==> config.mk <==
export PLATFORM = sky130hd
export DESIGN_NAME = park_miller_uniform_int_core_flat
export DESIGN_NICKNAME = d
export VERILOG_FILES = /design/src/rtl/core/pmu_pkg.sv /design/src/rtl/core/pmu_stream_if.sv /design/src/rtl/core/pmu_ctrl.sv /design/src/rtl/core/pmu_dp.sv /design/src/rtl/core/park_miller_uniform_int_core.sv /design/src/flat_wrapper.sv
export SDC_FILE = /design/constraint.sdc
export NUM_CORES = 1
export LEC_CHECK = 0
export ABC_AREA = 1
export BUFFER_PORTS_ARGS = -buffer_cell sky130_fd_sc_hd__buf_2
export CAP_MARGIN = 20
export CORE_MARGIN = 2
export CORE_UTILIZATION = 30
export CTS_BUF_LIST = sky130_fd_sc_hd__clkbuf_2 sky130_fd_sc_hd__clkbuf_4 sky130_fd_sc_hd__clkbuf_8
export DETAILED_ROUTE_END_ITERATION = 6
export HOLD_SLACK_MARGIN = 0.02
export PLACE_DENSITY = 0.46
export SKIP_CTS_REPAIR_TIMING = 1
export SLEW_MARGIN = 20
export SYNTH_ARGS = -nofsm -noshare
export SYNTH_HDL_FRONTEND = slang
export SYNTH_HIERARCHICAL = 1
export SYNTH_SLANG_ARGS = --single-unit
==> constraint.sdc <==
create_clock -name clk -period 6.5 [get_ports clk]
set_input_delay 1.3 -clock clk [delete_from_list [all_inputs] [get_ports clk]]
set_output_delay 1.3 -clock clk [all_outputs]
set_load 0.01 [all_outputs]
==> src/rtl/core/pmu_pkg.sv <==
// shared types and constants for the park-miller uniform integer core
package pmu_pkg;

  // lehmer recurrence constants
  localparam logic [14:0] LCG_MULT   = 15'd16807;
  localparam logic [30:0] LCG_MOD    = 31'h7FFF_FFFF;
  localparam logic [30:0] SEED_RESET = 31'd123456789;

  // configuration register reset values
  localparam logic [31:0] RANGE_LOW_RESET  = 32'd0;
  localparam logic [31:0] RANGE_HIGH_RESET = 32'd1;

  // configuration register indexes
  localparam int unsigned CFG_IDX_W = 2;
  localparam logic [CFG_IDX_W-1:0] CFG_RANGE_LOW  = 2'd0;
  localparam logic [CFG_IDX_W-1:0] CFG_RANGE_HIGH = 2'd1;
  localparam logic [CFG_IDX_W-1:0] CFG_SEED_START = 2'd2;

  // request payload
  typedef struct packed {
    logic draw;
  } pmu_req_t;

  // result payload
  typedef struct packed {
    logic signed [31:0] value;
    logic [30:0]        seed_after;
    logic               seed_error;
  } pmu_rsp_t;

  // controller to datapath commands
  typedef struct packed {
    logic start;
    logic fold;
    logic mul_lo;
    logic mul_hi;
    logic offset;
    logic load_out;
  } pmu_cmd_t;

  // datapath to controller status
  typedef struct packed {
    logic seed_zero;
  } pmu_status_t;

endpackage

==> src/rtl/core/pmu_stream_if.sv <==
// valid/ready stream channel carrying one payload per transfer
interface pmu_stream_if #(
  parameter type payload_t = logic
) ();
  logic     valid;
  logic     ready;
  payload_t data;

  modport source (output valid, output data, input ready);
  modport sink   (input valid, input data, output ready);
endinterface

==> src/rtl/core/pmu_ctrl.sv <==
// sequencing state machine for one draw at a time
module pmu_ctrl (
  input  logic                clk,
  input  logic                rst,
  input  logic                req_valid,
  input  logic                req_draw,
  output logic                req_ready,
  output logic                out_valid,
  input  logic                out_ready,
  input  pmu_pkg::pmu_status_t status,
  output pmu_pkg::pmu_cmd_t    cmd
);
  import pmu_pkg::*;

  typedef enum logic [5:0] {
    S_IDLE = 6'b000001,
    S_FOLD = 6'b000010,
    S_PA   = 6'b000100,
    S_PB   = 6'b001000,
    S_OFF  = 6'b010000,
    S_DONE = 6'b100000
  } state_t;

  state_t state;
  state_t state_next;
  logic   out_valid_next;
  logic   start;

  assign req_ready = (state == S_IDLE);
  assign start     = req_valid && req_ready && req_draw;

  // next state and command decode
  always_comb begin
    state_next   = state;
    cmd          = '0;
    cmd.start    = start;
    case (state)
      S_IDLE: begin
        if (start) begin
          state_next = status.seed_zero ? S_DONE : S_FOLD;
        end
      end
      S_FOLD: begin
        cmd.fold   = 1'b1;
        state_next = S_PA;
      end
      S_PA: begin
        cmd.mul_lo = 1'b1;
        state_next = S_PB;
      end
      S_PB: begin
        cmd.mul_hi = 1'b1;
        state_next = S_OFF;
      end
      S_OFF: begin
        cmd.offset = 1'b1;
        state_next = S_DONE;
      end
      S_DONE: begin
        cmd.load_out = !out_valid || out_ready;
        if (cmd.load_out) begin
          state_next = S_IDLE;
        end
      end
      default: begin
        state_next = S_IDLE;
      end
    endcase
  end

  // output register occupancy
  always_comb begin
    if (cmd.load_out) begin
      out_valid_next = 1'b1;
    end else if (out_ready) begin
      out_valid_next = 1'b0;
    end else begin
      out_valid_next = out_valid;
    end
  end

  always_ff @(posedge clk) begin
    if (rst) begin
      state     <= S_IDLE;
      out_valid <= 1'b0;
    end else begin
      state     <= state_next;
      out_valid <= out_valid_next;
    end
  end

  // a good seed at a draw starts the fold step
  a_start_fold: assert property (@(posedge clk) disable iff (rst)
    start && !status.seed_zero |=> state == S_FOLD)
    else $error("draw with nonzero seed did not enter fold");

  // a result is never loaded over one still waiting
  a_no_overwrite: assert property (@(posedge clk) disable iff (rst)
    cmd.load_out |-> (!out_valid || out_ready))
    else $error("output register overwritten");

  // a result appears only after the done step
  a_valid_source: assert property (@(posedge clk) disable iff (rst)
    $rose(out_valid) |-> $past(state == S_DONE))
    else $error("result shown without done step");

endmodule

==> src/rtl/core/pmu_dp.sv <==
// seed recurrence, range mapping and output register
module pmu_dp (
  input  logic                        clk,
  input  logic                        rst,
  input  logic                        cfg_we,
  input  logic [pmu_pkg::CFG_IDX_W-1:0] cfg_index,
  input  logic [31:0]                 cfg_wdata,
  input  pmu_pkg::pmu_cmd_t           cmd,
  output pmu_pkg::pmu_status_t        status,
  output pmu_pkg::pmu_rsp_t           rsp_data
);
  import pmu_pkg::*;

  logic signed [31:0] range_low;
  logic signed [31:0] range_high;
  logic [30:0]        seed_value;

  logic [45:0]        prod;
  logic signed [31:0] lo_ord;
  logic signed [31:0] hi_ord;
  logic               err;
  logic [32:0]        span;
  logic [46:0]        pa;
  logic [47:0]        pb;
  logic [31:0]        off;

  logic [31:0]        fold_sum;
  logic [31:0]        fold_red;
  logic [63:0]        total;
  logic [32:0]        res;

  assign status.seed_zero = (seed_value == '0);

  // mod 2^31-1 fold: high part wraps onto low part, one conditional subtract
  assign fold_sum = {1'b0, prod[30:0]} + {17'd0, prod[45:31]};
  assign fold_red = (fold_sum >= {1'b0, LCG_MOD}) ? fold_sum - {1'b0, LCG_MOD} : fold_sum;

  // recombine the two partial products, keep bits 62:31
  assign total = {17'd0, pa} + {pb, 16'd0};
  assign res   = {lo_ord[31], lo_ord} + {1'b0, off};

  // configuration registers and generator state, a seed_start write loads the seed
  always_ff @(posedge clk) begin
    if (rst) begin
      range_low  <= RANGE_LOW_RESET;
      range_high <= RANGE_HIGH_RESET;
      seed_value <= SEED_RESET;
    end else begin
      if (cfg_we) begin
        case (cfg_index)
          CFG_RANGE_LOW:  range_low  <= cfg_wdata;
          CFG_RANGE_HIGH: range_high <= cfg_wdata;
          CFG_SEED_START: seed_value <= cfg_wdata[30:0];
          default: ;
        endcase
      end else if (cmd.fold) begin
        seed_value <= fold_red[30:0];
      end
    end
  end

  // arithmetic pipeline registers, one step per command
  always_ff @(posedge clk) begin
    if (cmd.start) begin
      prod <= seed_value * LCG_MULT;
      err  <= (seed_value == '0);
      if (range_high < range_low) begin
        lo_ord <= range_high;
        hi_ord <= range_low;
      end else begin
        lo_ord <= range_low;
        hi_ord <= range_high;
      end
    end
    if (cmd.fold) begin
      span <= {hi_ord[31], hi_ord} - {lo_ord[31], lo_ord} + 33'd1;
    end
    if (cmd.mul_lo) begin
      pa <= seed_value * span[15:0];
    end
    if (cmd.mul_hi) begin
      pb <= seed_value * span[32:16];
    end
    if (cmd.offset) begin
      off <= total[62:31];
    end
  end

  // output register
  always_ff @(posedge clk) begin
    if (cmd.load_out) begin
      rsp_data.value      <= err ? '0 : res[31:0];
      rsp_data.seed_after <= seed_value;
      rsp_data.seed_error <= err;
    end
  end

  // an error result carries zero value and zero seed
  a_err_zero: assert property (@(posedge clk) disable iff (rst)
    $past(cmd.load_out) && rsp_data.seed_error |->
      rsp_data.value == '0 && rsp_data.seed_after == '0)
    else $error("error result with nonzero payload");

endmodule

==> src/rtl/core/park_miller_uniform_int_core.sv <==
// top level: park-miller minimal standard generator mapped into a signed range
// a draw runs the fold, two multiply and offset steps, then the done step loads the result
// a zero seed skips to done; a new draw is taken only when idle, after the result is loaded
// a request with draw low is taken and gives no result
// reset: synchronous, loads bounds 0 and 1 and seed 123456789, marks the output register empty
module park_miller_uniform_int_core (
  input  logic                          clk,
  input  logic                          rst,
  input  logic                          cfg_we,
  input  logic [pmu_pkg::CFG_IDX_W-1:0] cfg_index,
  input  logic [31:0]                   cfg_wdata,
  pmu_stream_if.sink                    req,
  pmu_stream_if.source                  rsp
);
  import pmu_pkg::*;

  pmu_cmd_t    cmd;
  pmu_status_t status;
  pmu_rsp_t    rsp_data;
  pmu_req_t    req_data;
  logic        req_ready;
  logic        out_valid;

  assign req_data  = req.data;
  assign req.ready = req_ready;
  assign rsp.valid = out_valid;
  assign rsp.data  = rsp_data;

  // controller
  pmu_ctrl u_ctrl (
    .clk       (clk),
    .rst       (rst),
    .req_valid (req.valid),
    .req_draw  (req_data.draw),
    .req_ready (req_ready),
    .out_valid (out_valid),
    .out_ready (rsp.ready),
    .status    (status),
    .cmd       (cmd)
  );

  // datapath
  pmu_dp u_dp (
    .clk       (clk),
    .rst       (rst),
    .cfg_we    (cfg_we),
    .cfg_index (cfg_index),
    .cfg_wdata (cfg_wdata),
    .cmd       (cmd),
    .status    (status),
    .rsp_data  (rsp_data)
  );

endmodule
==> src/flat_wrapper.sv <==
// flat-port wrapper written by rule: the top's interface ports become plain ports
module park_miller_uniform_int_core_flat import pmu_pkg::*;
  (clk, rst, cfg_we, cfg_index, cfg_wdata, req_valid, req_data, req_ready, rsp_valid, rsp_data, rsp_ready);
  pmu_stream_if req_i ();
  pmu_stream_if rsp_i ();
  input  logic clk;
  input  logic rst;
  input  logic cfg_we;
  input  logic [pmu_pkg::CFG_IDX_W-1:0] cfg_index;
  input  logic [31:0] cfg_wdata;
  input wire logic [$bits(req_i.valid)-1:0] req_valid;
  input wire logic [$bits(req_i.data)-1:0] req_data;
  output wire logic [$bits(req_i.ready)-1:0] req_ready;
  output wire logic [$bits(rsp_i.valid)-1:0] rsp_valid;
  output wire logic [$bits(rsp_i.data)-1:0] rsp_data;
  input wire logic [$bits(rsp_i.ready)-1:0] rsp_ready;
  assign req_i.valid = req_valid;
  assign req_i.data = req_data;
  assign req_ready = req_i.ready;
  assign rsp_valid = rsp_i.valid;
  assign rsp_data = rsp_i.data;
  assign rsp_i.ready = rsp_ready;
  park_miller_uniform_int_core u_core (.clk(clk), .rst(rst), .cfg_we(cfg_we), .cfg_index(cfg_index), .cfg_wdata(cfg_wdata), .req(req_i), .rsp(rsp_i));
endmodule
==> results.md, run 1 <==
* Startpoint class of the critical path: register
* Drc violations at 0
* Crit-path most repeated cell: fa_1
* TNS Setup at 0 ns
* Clk_skew at roughly 0.021 ns
* Synth warnings at 6
* Post-DP Area at approximately 15,000 µm²
* CTS Sinks at 86
* Die area at about 47,000 µm²
* Fin. max-slew vios at 0
* Detail Route Antenna Nets at 0
* TritonCTS clock tree: built
* Most common cell after layout, fill and taps aside: nand2_1
* DR WL/cell at between 15 and 20 µm
* Syn Inst Count at around 1,800
* Unrepaired setup endpoints after global routing: false
* Critical Path AT at between 6 and 7 ns
* Antenna cells at 0
* First-pass GRT wire length at between 60,000 and 70,000 µm
* Status: finished, final reports clean
* Reg clk slew, reported paths at 0.10 ns
* Period Utilization, post-route at between 90 and 100%
* Max_cap viols at 0
* Largest net degree at the start of global routing at 48
* Layout cell share with drive strength beyond 1 at under 10%
* Final Hold Vio Count at 0
* Std cell rows at about 80
* Pre-CTS WS at ~0.51 ns
* Crit path max-delay family: adder cells
* Sequential power share at between 10 and 15%
* GRT Util Overall at 19.2%
* Sw Pwr at between 6 and 7 mW
* Fmax achieved at approximately 170 MHz
* Hold WC Path Type: reg2reg
* Post-route worst setup slack at around 0.48 ns
* Fillers at 4,924
* Final WL at between 40,000 and 50,000 µm
* TritonCTS buffer count at 9
* Clock power share at approximately 4.1%
* Crit path buf inv count at 4
* Leakage power at roughly 7.5 nW
* Worst-skew pair later-pin latency at slightly below 0.4 ns
* Initial Util at 30.3%
* Worst-Margin Slew at slightly above 0.7 ns
* Commonest cells after routing, fill and taps aside: nand2_1, inv_1, ha_1
* Final setup vio count at 0
* VDD IR max at around 0.52 mV
* DR vias/cell at about 4.8
* Hpwl dp at around 38,000 µm
* Critical Path RT at ~6.6 ns
* Synthesis-to-layout area growth at 8.21%
* Max clock buf depth at 2
* Crit-path cells: inv_1, fa_1, inv_1, ha_1, fa_1, fa_1, fa_1, fa_1, ha_1, a21oi_1, inv_1, a31oi_1, o211ai_1, a21oi_1, o21ai_0, a21oi_1, inv_1, a21oi_1, xnor2_1
* I/O pin total at 43
* PortBufs at 41
* Final nets at around 2,200
* Synthesized area at about 14,000 µm²
* Synth Net Count at 2,176
* Sw Share at 58.4%
* Clock Tree Root: clkbuf_8
* Total gr overflow at 0
* Avg Cell Area, Syn at 7.70 µm²
* Die width at roughly 220 µm
* Slowest cell delay on critical path at ~0.6 ns
* Internal at ~4.6 mW
* Fin area at 14,900 µm²
* Max-Slew Margin vs Limit at roughly half
* Vias in the first global route at between 10,000 and 15,000
* Routability cong. at ~0.9
* Core Area at 45,300 µm²
* DR pass1 iterations at 5
* Worst path slowest cell: fa_1
* Via count at between 10,000 and 15,000
* Initial DRC Count at roughly 910
* Kind of critical path: reg2reg
* Die Ht at approximately 220 µm
* CP max FO at 6
* Pwr dens at ~750 nW/µm²
* Crit path capture type: register
* Initial antenna violation count at 0
* Maximum level of the CTS H-tree at 3
* Combinational share of power at a little over four fifths
* Crit path time final at around 6 ns
power by group through the flow:
stage               registers (mW)  clock network (mW)  logic, mW
floorplan                     1.19                   0       6.40
global placement              1.26                   0       9.32
detailed placement            1.26                   0       9.27
CTS                           1.25               0.468       9.33
global route                  1.27               0.482       10.4
finish                        1.25               0.453       9.43
per-layer routing:
layer  vias up  part of all wire, %  global-route usage, %
li1       5683                    -                      -
met1      5526                   49                   27.8
met2       229                   46                   31.9
met3        24                  3.3                   1.24
met4         0                  1.2                   3.42
met5         -                    0                      0
cell type report:
class / count / area, µm² / area share (%)
multi-input combinational: 1278 / 9930 / 66.8
sequential: 86 / 2200 / 14.8
inverter: 347 / 1300 / 8.77
tap: 600 / 751 / 5.05
timing repair buffer: 73 / 445 / 3.00
clock buffer: 9 / 124 / 0.834
clock inverter: 7 / 101 / 0.682
path summary, 6_finish.rpt:
path,startpoint,end,slack (ns),cells after the start
hold reg to reg,u_core/u_dp/err,u_core/u_dp/rsp_data[0],0.44,0
hold / removal,u_core/u_dp/err,u_core/u_dp/rsp_data[0],0.44,0
setup reg to reg,u_core/u_dp/seed_value[14],u_core/u_dp/prod[41],0.48,19
setup / recovery,u_core/u_dp/seed_value[14],u_core/u_dp/prod[41],0.48,19
metrics by stage:
step / hold WS [ns] / cells / power, mW / utilization (%)
finish: 0.437 / 2400 / 11.1 / 32.8
global route: 0.464 / 2400 / 12.2 / 32.8
CTS: 0.438 / 2400 / 11.0 / 32.8
detailed placement: 0.415 / 2384 / 10.5 / 32.3
global placement: 0.407 / 2384 / 10.6 / 32.3
floorplan: 0.400 / 1784 / 7.59 / -
worst register-to-register path, cell delays in order, from the launching register on:
cell	delay (ns)
dfxtp_1	0.56
inv_1	0.25
fa_1	0.59
inv_1	0.05
ha_1	0.29
fa_1	0.49
fa_1	0.56
fa_1	0.43
fa_1	0.44
ha_1	0.39
a21oi_1	0.17
inv_1	0.07
a31oi_1	0.22
o211ai_1	0.16
a21oi_1	0.24
o21ai_0	0.16
a21oi_1	0.30
inv_1	0.07
a21oi_1	0.19
xnor2_1	0.12
flip-flops by register name (all words and copies together), names as in the netlist:
| signal | flops |
|---|---|
| u_core/u_ctrl/state | 6 |
| u_core/u_dp/rsp_data | 1 |
| u_core/u_dp/err | 1 |
| u_core/u_ctrl/out_valid | 1 |
| u_core/u_dp/prod | 46 |
| u_core/u_dp/seed_value | 31 |
Power figures use the tool's default switching activity.
==> run 2: changes to the inputs <==
--- a/config.mk
+++ b/config.mk
@@ -9,11 +9,11 @@
 export BUFFER_PORTS_ARGS = -buffer_cell sky130_fd_sc_hd__buf_2
 export CAP_MARGIN = 20
 export CORE_MARGIN = 2
-export CORE_UTILIZATION = 30
+export CORE_UTILIZATION = 45
 export CTS_BUF_LIST = sky130_fd_sc_hd__clkbuf_2 sky130_fd_sc_hd__clkbuf_4 sky130_fd_sc_hd__clkbuf_8
 export DETAILED_ROUTE_END_ITERATION = 6
 export HOLD_SLACK_MARGIN = 0.02
-export PLACE_DENSITY = 0.46
+export PLACE_DENSITY = 0.62
 export SKIP_CTS_REPAIR_TIMING = 1
 export SLEW_MARGIN = 20
 export SYNTH_ARGS = -nofsm -noshare
==> run 2 against run 1 <==
Effect of this change: core utilization is 16 points higher; clock skew barely moved; clock power down 14%; clock-buffer cell count is the same; hold slack got worse by 0.0015 ns; flip-flop and latch count stayed put; non-clock buffer count down 4; final cell count fell by 8.9%; via count rose by 1.4%; critical path depth decreased by 1; sequential share of layout area increased by 0.33 points; power decreased by 2.1%; largest cell class unchanged; highest routed layer unchanged.
==> results.md, run 2 (synthesized netlist as in run 1, its figures left out) <==
* Detail Route Antenna Nets at 0 (unchanged)
* Layout cell share with drive strength beyond 1 at 6.74% (was 7.00%)
* Largest net degree at the start of global routing at 48 (unchanged)
* Pwr dens at 750 nW/µm² (was 749 nW/µm²)
* Vias in the first global route at 11,700 (was 11,800)
* Post-route worst setup slack at 0.412 ns (was 0.477 ns)
* DR pass1 iterations at 5 (unchanged)
* Crit path capture type: register (unchanged)
* Worst-Margin Slew at 1.24 ns (was 0.725 ns)
* TritonCTS clock tree: built (unchanged)
* Slowest cell delay on critical path at 0.58 ns (was 0.59 ns)
* Final setup vio count at 0 (unchanged)
* Fin Hold WS at 0.436 ns (was 0.437 ns)
* TritonCTS buffer count at 9 (unchanged)
* Critical Path AT at 6.22 ns (was 6.15 ns)
* DR vias/cell at 5.32 (was 4.78)
* Pre-CTS WS at 0.497 ns (was 0.509 ns)
* DR WL/cell at 18.4 µm (about the same)
* Startpoint class of the critical path: register (unchanged)
* GRT Util Overall at 26.4% (was 19.2%)
* Max-Slew Margin vs Limit at 16.3% (was 51.4%)
* Fin area at 14,500 µm² (was 14,900 µm²)
* Worst-skew pair later-pin latency at 0.38 ns (was 0.39 ns)
* Max clock buf depth at 2 (unchanged)
* Worst path slowest cell: fa_1 (unchanged)
* Total power at 10.9 mW (was 11.1 mW)
* Kind of critical path: reg2reg (unchanged)
* Std cell rows at 63 (was 78)
* PortBufs at 41 (unchanged)
* Commonest cells after routing, fill and taps aside: nand2_1, inv_1, ha_1 (unchanged)
* Global route hottest layer: met2 (unchanged)
* Clock Tree Root: clkbuf_8 (unchanged)
* Most flops, register: u_core/u_dp/prod (unchanged)
* Status: finished, final reports clean (unchanged)
* Hold Startpoint: u_core/u_dp/err (unchanged)
* Crit path time final at 6.09 ns (was 6.02 ns)
* Crit-path cells: inv_1, fa_1, inv_1, ha_1, fa_1, fa_1, fa_1, fa_1, ha_1, nand2_1, nor2_1, inv_1, nor3_1, a21oi_1, o21ai_0, a21oi_1, xnor2_1, buf_4 (was inv_1, fa_1, inv_1, ha_1, fa_1, fa_1, fa_1, fa_1, ha_1, a21oi_1, inv_1, a31oi_1, o211ai_1, a21oi_1, o21ai_0, a21oi_1, inv_1, a21oi_1, xnor2_1)
* Unrepaired setup endpoints after global routing: false (unchanged)
* Origin of the worst setup path: u_core/u_dp/seed_value[15] (was u_core/u_dp/seed_value[14])
* TNS Setup at 0 ns (unchanged)
* Crit path max-delay family: adder cells (unchanged)
* RR Startpoint: u_core/u_dp/seed_value[15] (was u_core/u_dp/seed_value[14])
* Largest regs: u_core/u_dp/prod: 46 flops, u_core/u_dp/seed_value: 31 flops, u_core/u_ctrl/state: 6 flops (unchanged)
* Initial Util at 46.0% (was 30.3%)
* Fmax achieved at 164 MHz (was 166 MHz)
* I/O pin total at 43 (unchanged)
* Hpwl dp at 34,400 µm (was 37,800 µm)
* Leakage power at 7.46 nW (was 7.49 nW)
* Routability cong. at 0.968 (was 0.893)
* Fin. max-slew vios at 0 (unchanged)
* Final WL at 40,200 µm (was 44,100 µm)
* Initial antenna violation count at 0 (unchanged)
* Largest register FFs at 46 (unchanged)
* Reg clk slew, reported paths at 0.10 ns (about the same)
* Period Utilization, post-route at 93.7% (was 92.7%)
* Antenna cells at 0 (unchanged)
* Final nets at 2,183 (was 2,187)
* Post-DP Area at 14,300 µm² (was 14,600 µm²)
* VDD IR max at 0.409 mV (was 0.525 mV)
* Met3 Use GR at 1.65% (was 1.24%)
* Synthesis-to-layout area growth at 5.87% (was 8.21%)
* Crit path buf inv count at 4 (unchanged)
* First-pass GRT wire length at 63,800 µm (was 69,000 µm)
* Die area at 31,900 µm² (was 47,500 µm²)
* Met1 Usage GRT at 37.3% (was 27.8%)
* Core Area at 29,900 µm² (was 45,300 µm²)
* Global routing usage on met2 at 43.9% (was 31.9%)
* CTS Sinks at 86 (unchanged)
* Die Ht at 179 µm (was 218 µm)
* Drc violations at 0 (unchanged)
* Crit-path most repeated cell: fa_1 (unchanged)
* Final Hold Vio Count at 0 (unchanged)
* Max_cap viols at 0 (unchanged)
* Initial DRC Count at 863 (was 905)
* CP max FO at 6 (unchanged)
* Critical Path RT at 6.63 ns (about the same)
* Via count at 11,600 (was 11,500)
* Die width at 179 µm (was 218 µm)
* Most common cell after layout, fill and taps aside: nand2_1 (unchanged)
* Hold WC Path Type: reg2reg (unchanged)
* Total gr overflow at 0 (unchanged)
* Clk_skew at 0.0210 ns (was 0.0212 ns)
* Maximum level of the CTS H-tree at 3 (unchanged)
## run 2: changes by cell type in the layout (fill, tap and decap cells not counted), sizes merged
cell      before  now
buf           73   69
clkinv         4    6
inv          348  346
bufinv         2    1
clkinvlp       0    1
## run 2: power by group
part           internal, mW  total [mW]  switching [mW]
logic                  3.28        9.26            5.98
clock network         0.179       0.390           0.211
registers              1.11        1.25           0.145
## run 2: final timing paths
check	to	slack [ns]	cells after the start
worst max-delay path	u_core/u_dp/prod[33]	0.41	18
worst min-delay path	u_core/u_dp/rsp_data[0]	0.44	0
worst max register to register	u_core/u_dp/prod[33]	0.41	18
worst min register to register	u_core/u_dp/rsp_data[0]	0.44	0
## run 2: metrics by stage
step / util, % / cells
finish: 48.7 / 2186
floorplan: - / 1784
global route: 48.7 / 2186
detailed placement: 48.0 / 2170
CTS: 48.7 / 2186
global placement: 48.0 / 2170
## run 2: worst register-to-register path, delay by kind of cell, from the launching register on
family,cells,cell delay (ns)
adders and majority gates,7,3.18
buffers and inverters,4,0.53
and+or+nand+nor,3,0.62
DFF,1,0.56
xor gates and xnor gates,1,0.17
AOI/OAI and AO/OA,3,0.80
## run 2: area by class of cell
type	count	area, µm²
Timing Repair Buffer	69	415
Multi-Input combinational cell	1278	9930
Tap cell	390	488
Clock buffer	9	124
Clock inverter	7	72.6
Inverter	347	1300
Fill cell	2977	15300
Sequential cell	86	2200
## run 2: routing by layer
metal / up-vias / wire (µm)
met1: 5543 / 18500
met4: 0 / 1070
met2: 338 / 18600
met3: 57 / 1960
met5: - / 0
li1: 5686 / -
==> run 3: changes to the inputs <==
--- a/config.mk
+++ b/config.mk
@@ -6,12 +6,12 @@
 export NUM_CORES = 1
 export LEC_CHECK = 0
 export ABC_AREA = 1
-export BUFFER_PORTS_ARGS = -buffer_cell sky130_fd_sc_hd__buf_2
 export CAP_MARGIN = 20
 export CORE_MARGIN = 2
 export CORE_UTILIZATION = 45
 export CTS_BUF_LIST = sky130_fd_sc_hd__clkbuf_2 sky130_fd_sc_hd__clkbuf_4 sky130_fd_sc_hd__clkbuf_8
 export DETAILED_ROUTE_END_ITERATION = 6
+export DONT_BUFFER_PORTS = 1
 export HOLD_SLACK_MARGIN = 0.02
 export PLACE_DENSITY = 0.62
 export SKIP_CTS_REPAIR_TIMING = 1
==> run 3 against run 2 <==
Effect of this change: clock-buffer cell count is 1 higher; critical path type unchanged; sequential power hardly changed; sequential share of layout area is 0.23 points higher; highest routed layer is now met5; flip-flop and latch count stayed put; combinational power hardly changed; final cell count is 1.9% lower; global-route usage is 0.24 points lower; maximum frequency is 1.6% higher; critical path depth is 4 higher; first-iteration DRC count is 9.2% higher; routed wire length hardly changed; non-clock buffer count is 44 lower.
==> results.md, run 3 (synthesized netlist as in run 1, its figures left out) <==
* Status: finished, final reports clean (unchanged)
* Crit path capture type: register (unchanged)
* Via count at 11,500 (was 11,600)
* Maximum level of the CTS H-tree at 3 (unchanged)
* Hold WC Path Type: reg2reg (unchanged)
* Fin cells at 2,144 (was 2,186)
* TNS Setup at 0 ns (unchanged)
* DR vias/cell at 5.36 (was 5.32)
* Worst-skew pair later-pin latency at 0.38 ns (about the same)
* Leakage power at 7.28 nW (was 7.46 nW)
* Die area at 31,900 µm² (unchanged)
* Period Utilization, post-route at 92.2% (was 93.7%)
* Crit path buf inv count at 7 (was 4)
* Layout cell share with drive strength beyond 1 at 4.51% (was 6.74%)
* Detail Route Antenna Nets at 0 (unchanged)
* Std cell rows at 63 (unchanged)
* Crit path max-delay family: adder cells (unchanged)
* Pwr dens at 763 nW/µm² (was 750 nW/µm²)
* R2r worst-path depth at 22 (was 18)
* Fin area at 14,300 µm² (was 14,500 µm²)
* Slowest cell delay on critical path at 0.55 ns (was 0.58 ns)
* Post-DP Area at 14,100 µm² (was 14,300 µm²)
* First-pass GRT wire length at 62,600 µm (was 63,800 µm)
* Max clock buf depth at 2 (unchanged)
* Max-Slew Margin vs Limit at 20.9% (was 16.3%)
* Worst-Margin Slew at 1.18 ns (was 1.24 ns)
* DR WL/cell at 18.8 µm (was 18.4 µm)
* DR pass1 iterations at 5 (unchanged)
* Startpoint class of the critical path: register (unchanged)
* Max_cap viols at 0 (unchanged)
* Crit-path most repeated cell: inv_1 (was fa_1)
* Critical Path AT at 6.11 ns (was 6.22 ns)
* Clk_skew at 0.0214 ns (was 0.0210 ns)
* Die width at 179 µm (unchanged)
* Fin. max-slew vios at 0 (unchanged)
* Critical Path RT at 6.62 ns (was 6.63 ns)
* Final setup vio count at 0 (unchanged)
* Final WL at 40,200 µm (about the same)
* Drc violations at 0 (unchanged)
* Largest regs: u_core/u_dp/prod: 46 flops, u_core/u_dp/seed_value: 31 flops, u_core/u_ctrl/state: 6 flops (unchanged)
* Vias in the first global route at 11,500 (was 11,700)
* WP depth at 22 (was 18)
* Most common cell after layout, fill and taps aside: nand2_1 (unchanged)
* Largest register FFs at 46 (unchanged)
* Kind of critical path: reg2reg (unchanged)
* Crit path time final at 5.99 ns (was 6.09 ns)
* TritonCTS clock tree: built (unchanged)
* Initial DRC Count at 942 (was 863)
* Most flops, register: u_core/u_dp/prod (unchanged)
* Clock Tree Root: clkbuf_8 (unchanged)
* Commonest cells after routing, fill and taps aside: nand2_1, inv_1, ha_1 (unchanged)
* Fmax achieved at 167 MHz (was 164 MHz)
* Worst path slowest cell: fa_1 (unchanged)
* Initial Util at 46.0% (unchanged)
* CP max FO at 6 (unchanged)
* Synthesis-to-layout area growth at 4.28% (was 5.87%)
* Total gr overflow at 0 (unchanged)
* Largest net degree at the start of global routing at 48 (unchanged)
* VDD IR max at 0.390 mV (was 0.409 mV)
* Final nets at 2,139 (was 2,183)
* Initial antenna violation count at 3 (was 0)
* Core Util, Final at 47.9% (was 48.7%)
* TritonCTS buffer count at 9 (unchanged)
* Hpwl dp at 34,500 µm (was 34,400 µm)
* CTS Sinks at 86 (unchanged)
* Fin Hold WS at 0.429 ns (was 0.436 ns)
* I/O pin total at 43 (unchanged)
* GRT Util Overall at 26.2% (was 26.4%)
* Crit-path cells: inv_1, fa_1, inv_1, ha_1, inv_1, fa_1, fa_1, fa_1, inv_1, fa_1, ha_1, nand2_1, nor2_1, inv_1, nor2_1, inv_1, o221ai_1, a21oi_1, o21ai_0, a21oi_1, xnor2_1, buf_4 (was inv_1, fa_1, inv_1, ha_1, fa_1, fa_1, fa_1, fa_1, ha_1, nand2_1, nor2_1, inv_1, nor3_1, a21oi_1, o21ai_0, a21oi_1, xnor2_1, buf_4)
* Reg clk slew, reported paths at 0.10 ns (about the same)
* PortBufs at 0 (was 41)
* Die Ht at 179 µm (unchanged)
* Hold Path Cell Cnt at 0 (unchanged)
* Dpl cells at 2,126 (was 2,170)
* Routability cong. at 0.952 (was 0.968)
* Core Area at 29,900 µm² (unchanged)
* Final Hold Vio Count at 0 (unchanged)
* Unrepaired setup endpoints after global routing: false (unchanged)
[run 3: cell count changes in the layout (fill, tap and decap cells not counted), sizes merged]
cell / delta
diode: +2
clkinv: -1
clkbuf: +1
buf: -44
[run 3: layer usage]
layer  vias up  routed length, µm  global-route usage [%]
li1       5610                  -                       -
met2       295              19000                    44.7
met3        41               2040                    2.42
met4         2                698                    5.39
met1      5541              18500                    36.2
met5         -                 13                       0
[run 3: final timing paths]
| kind | slack, ns | end | from |
|---|---|---|---|
| worst min-delay path | 0.43 | u_core/u_dp/rsp_data[0] | u_core/u_dp/err |
| worst max-delay path | 0.51 | u_core/u_dp/prod[35] | u_core/u_dp/seed_value[14] |
| worst max register to register | 0.51 | u_core/u_dp/prod[35] | u_core/u_dp/seed_value[14] |
| worst min register to register | 0.43 | u_core/u_dp/rsp_data[0] | u_core/u_dp/err |
[run 3: power breakdown]
group | switching, mW | internal [mW]
Sequential | 0.149 | 1.11
Combinational | 5.99 | 3.27
Clock | 0.223 | 0.185
[run 3: layout make-up]
class	count	area [µm²]
diodes	2	5.00
clock buffers	10	131
clock inverters	6	70.1
fillers	2977	15600
inverters	347	1300
multi-input cells	1278	9930
flip-flops and latches	86	2200
well taps	390	488
repair buffers	25	188
[run 3: metrics by stage]
stage	worst slack, ns	total power [mW]
after global placement	0.599	10.2
after detailed placement	0.582	10.3
after floorplan	1.16	7.59
final	0.508	10.9
after CTS	0.548	10.8
after global routing	0.219	11.9
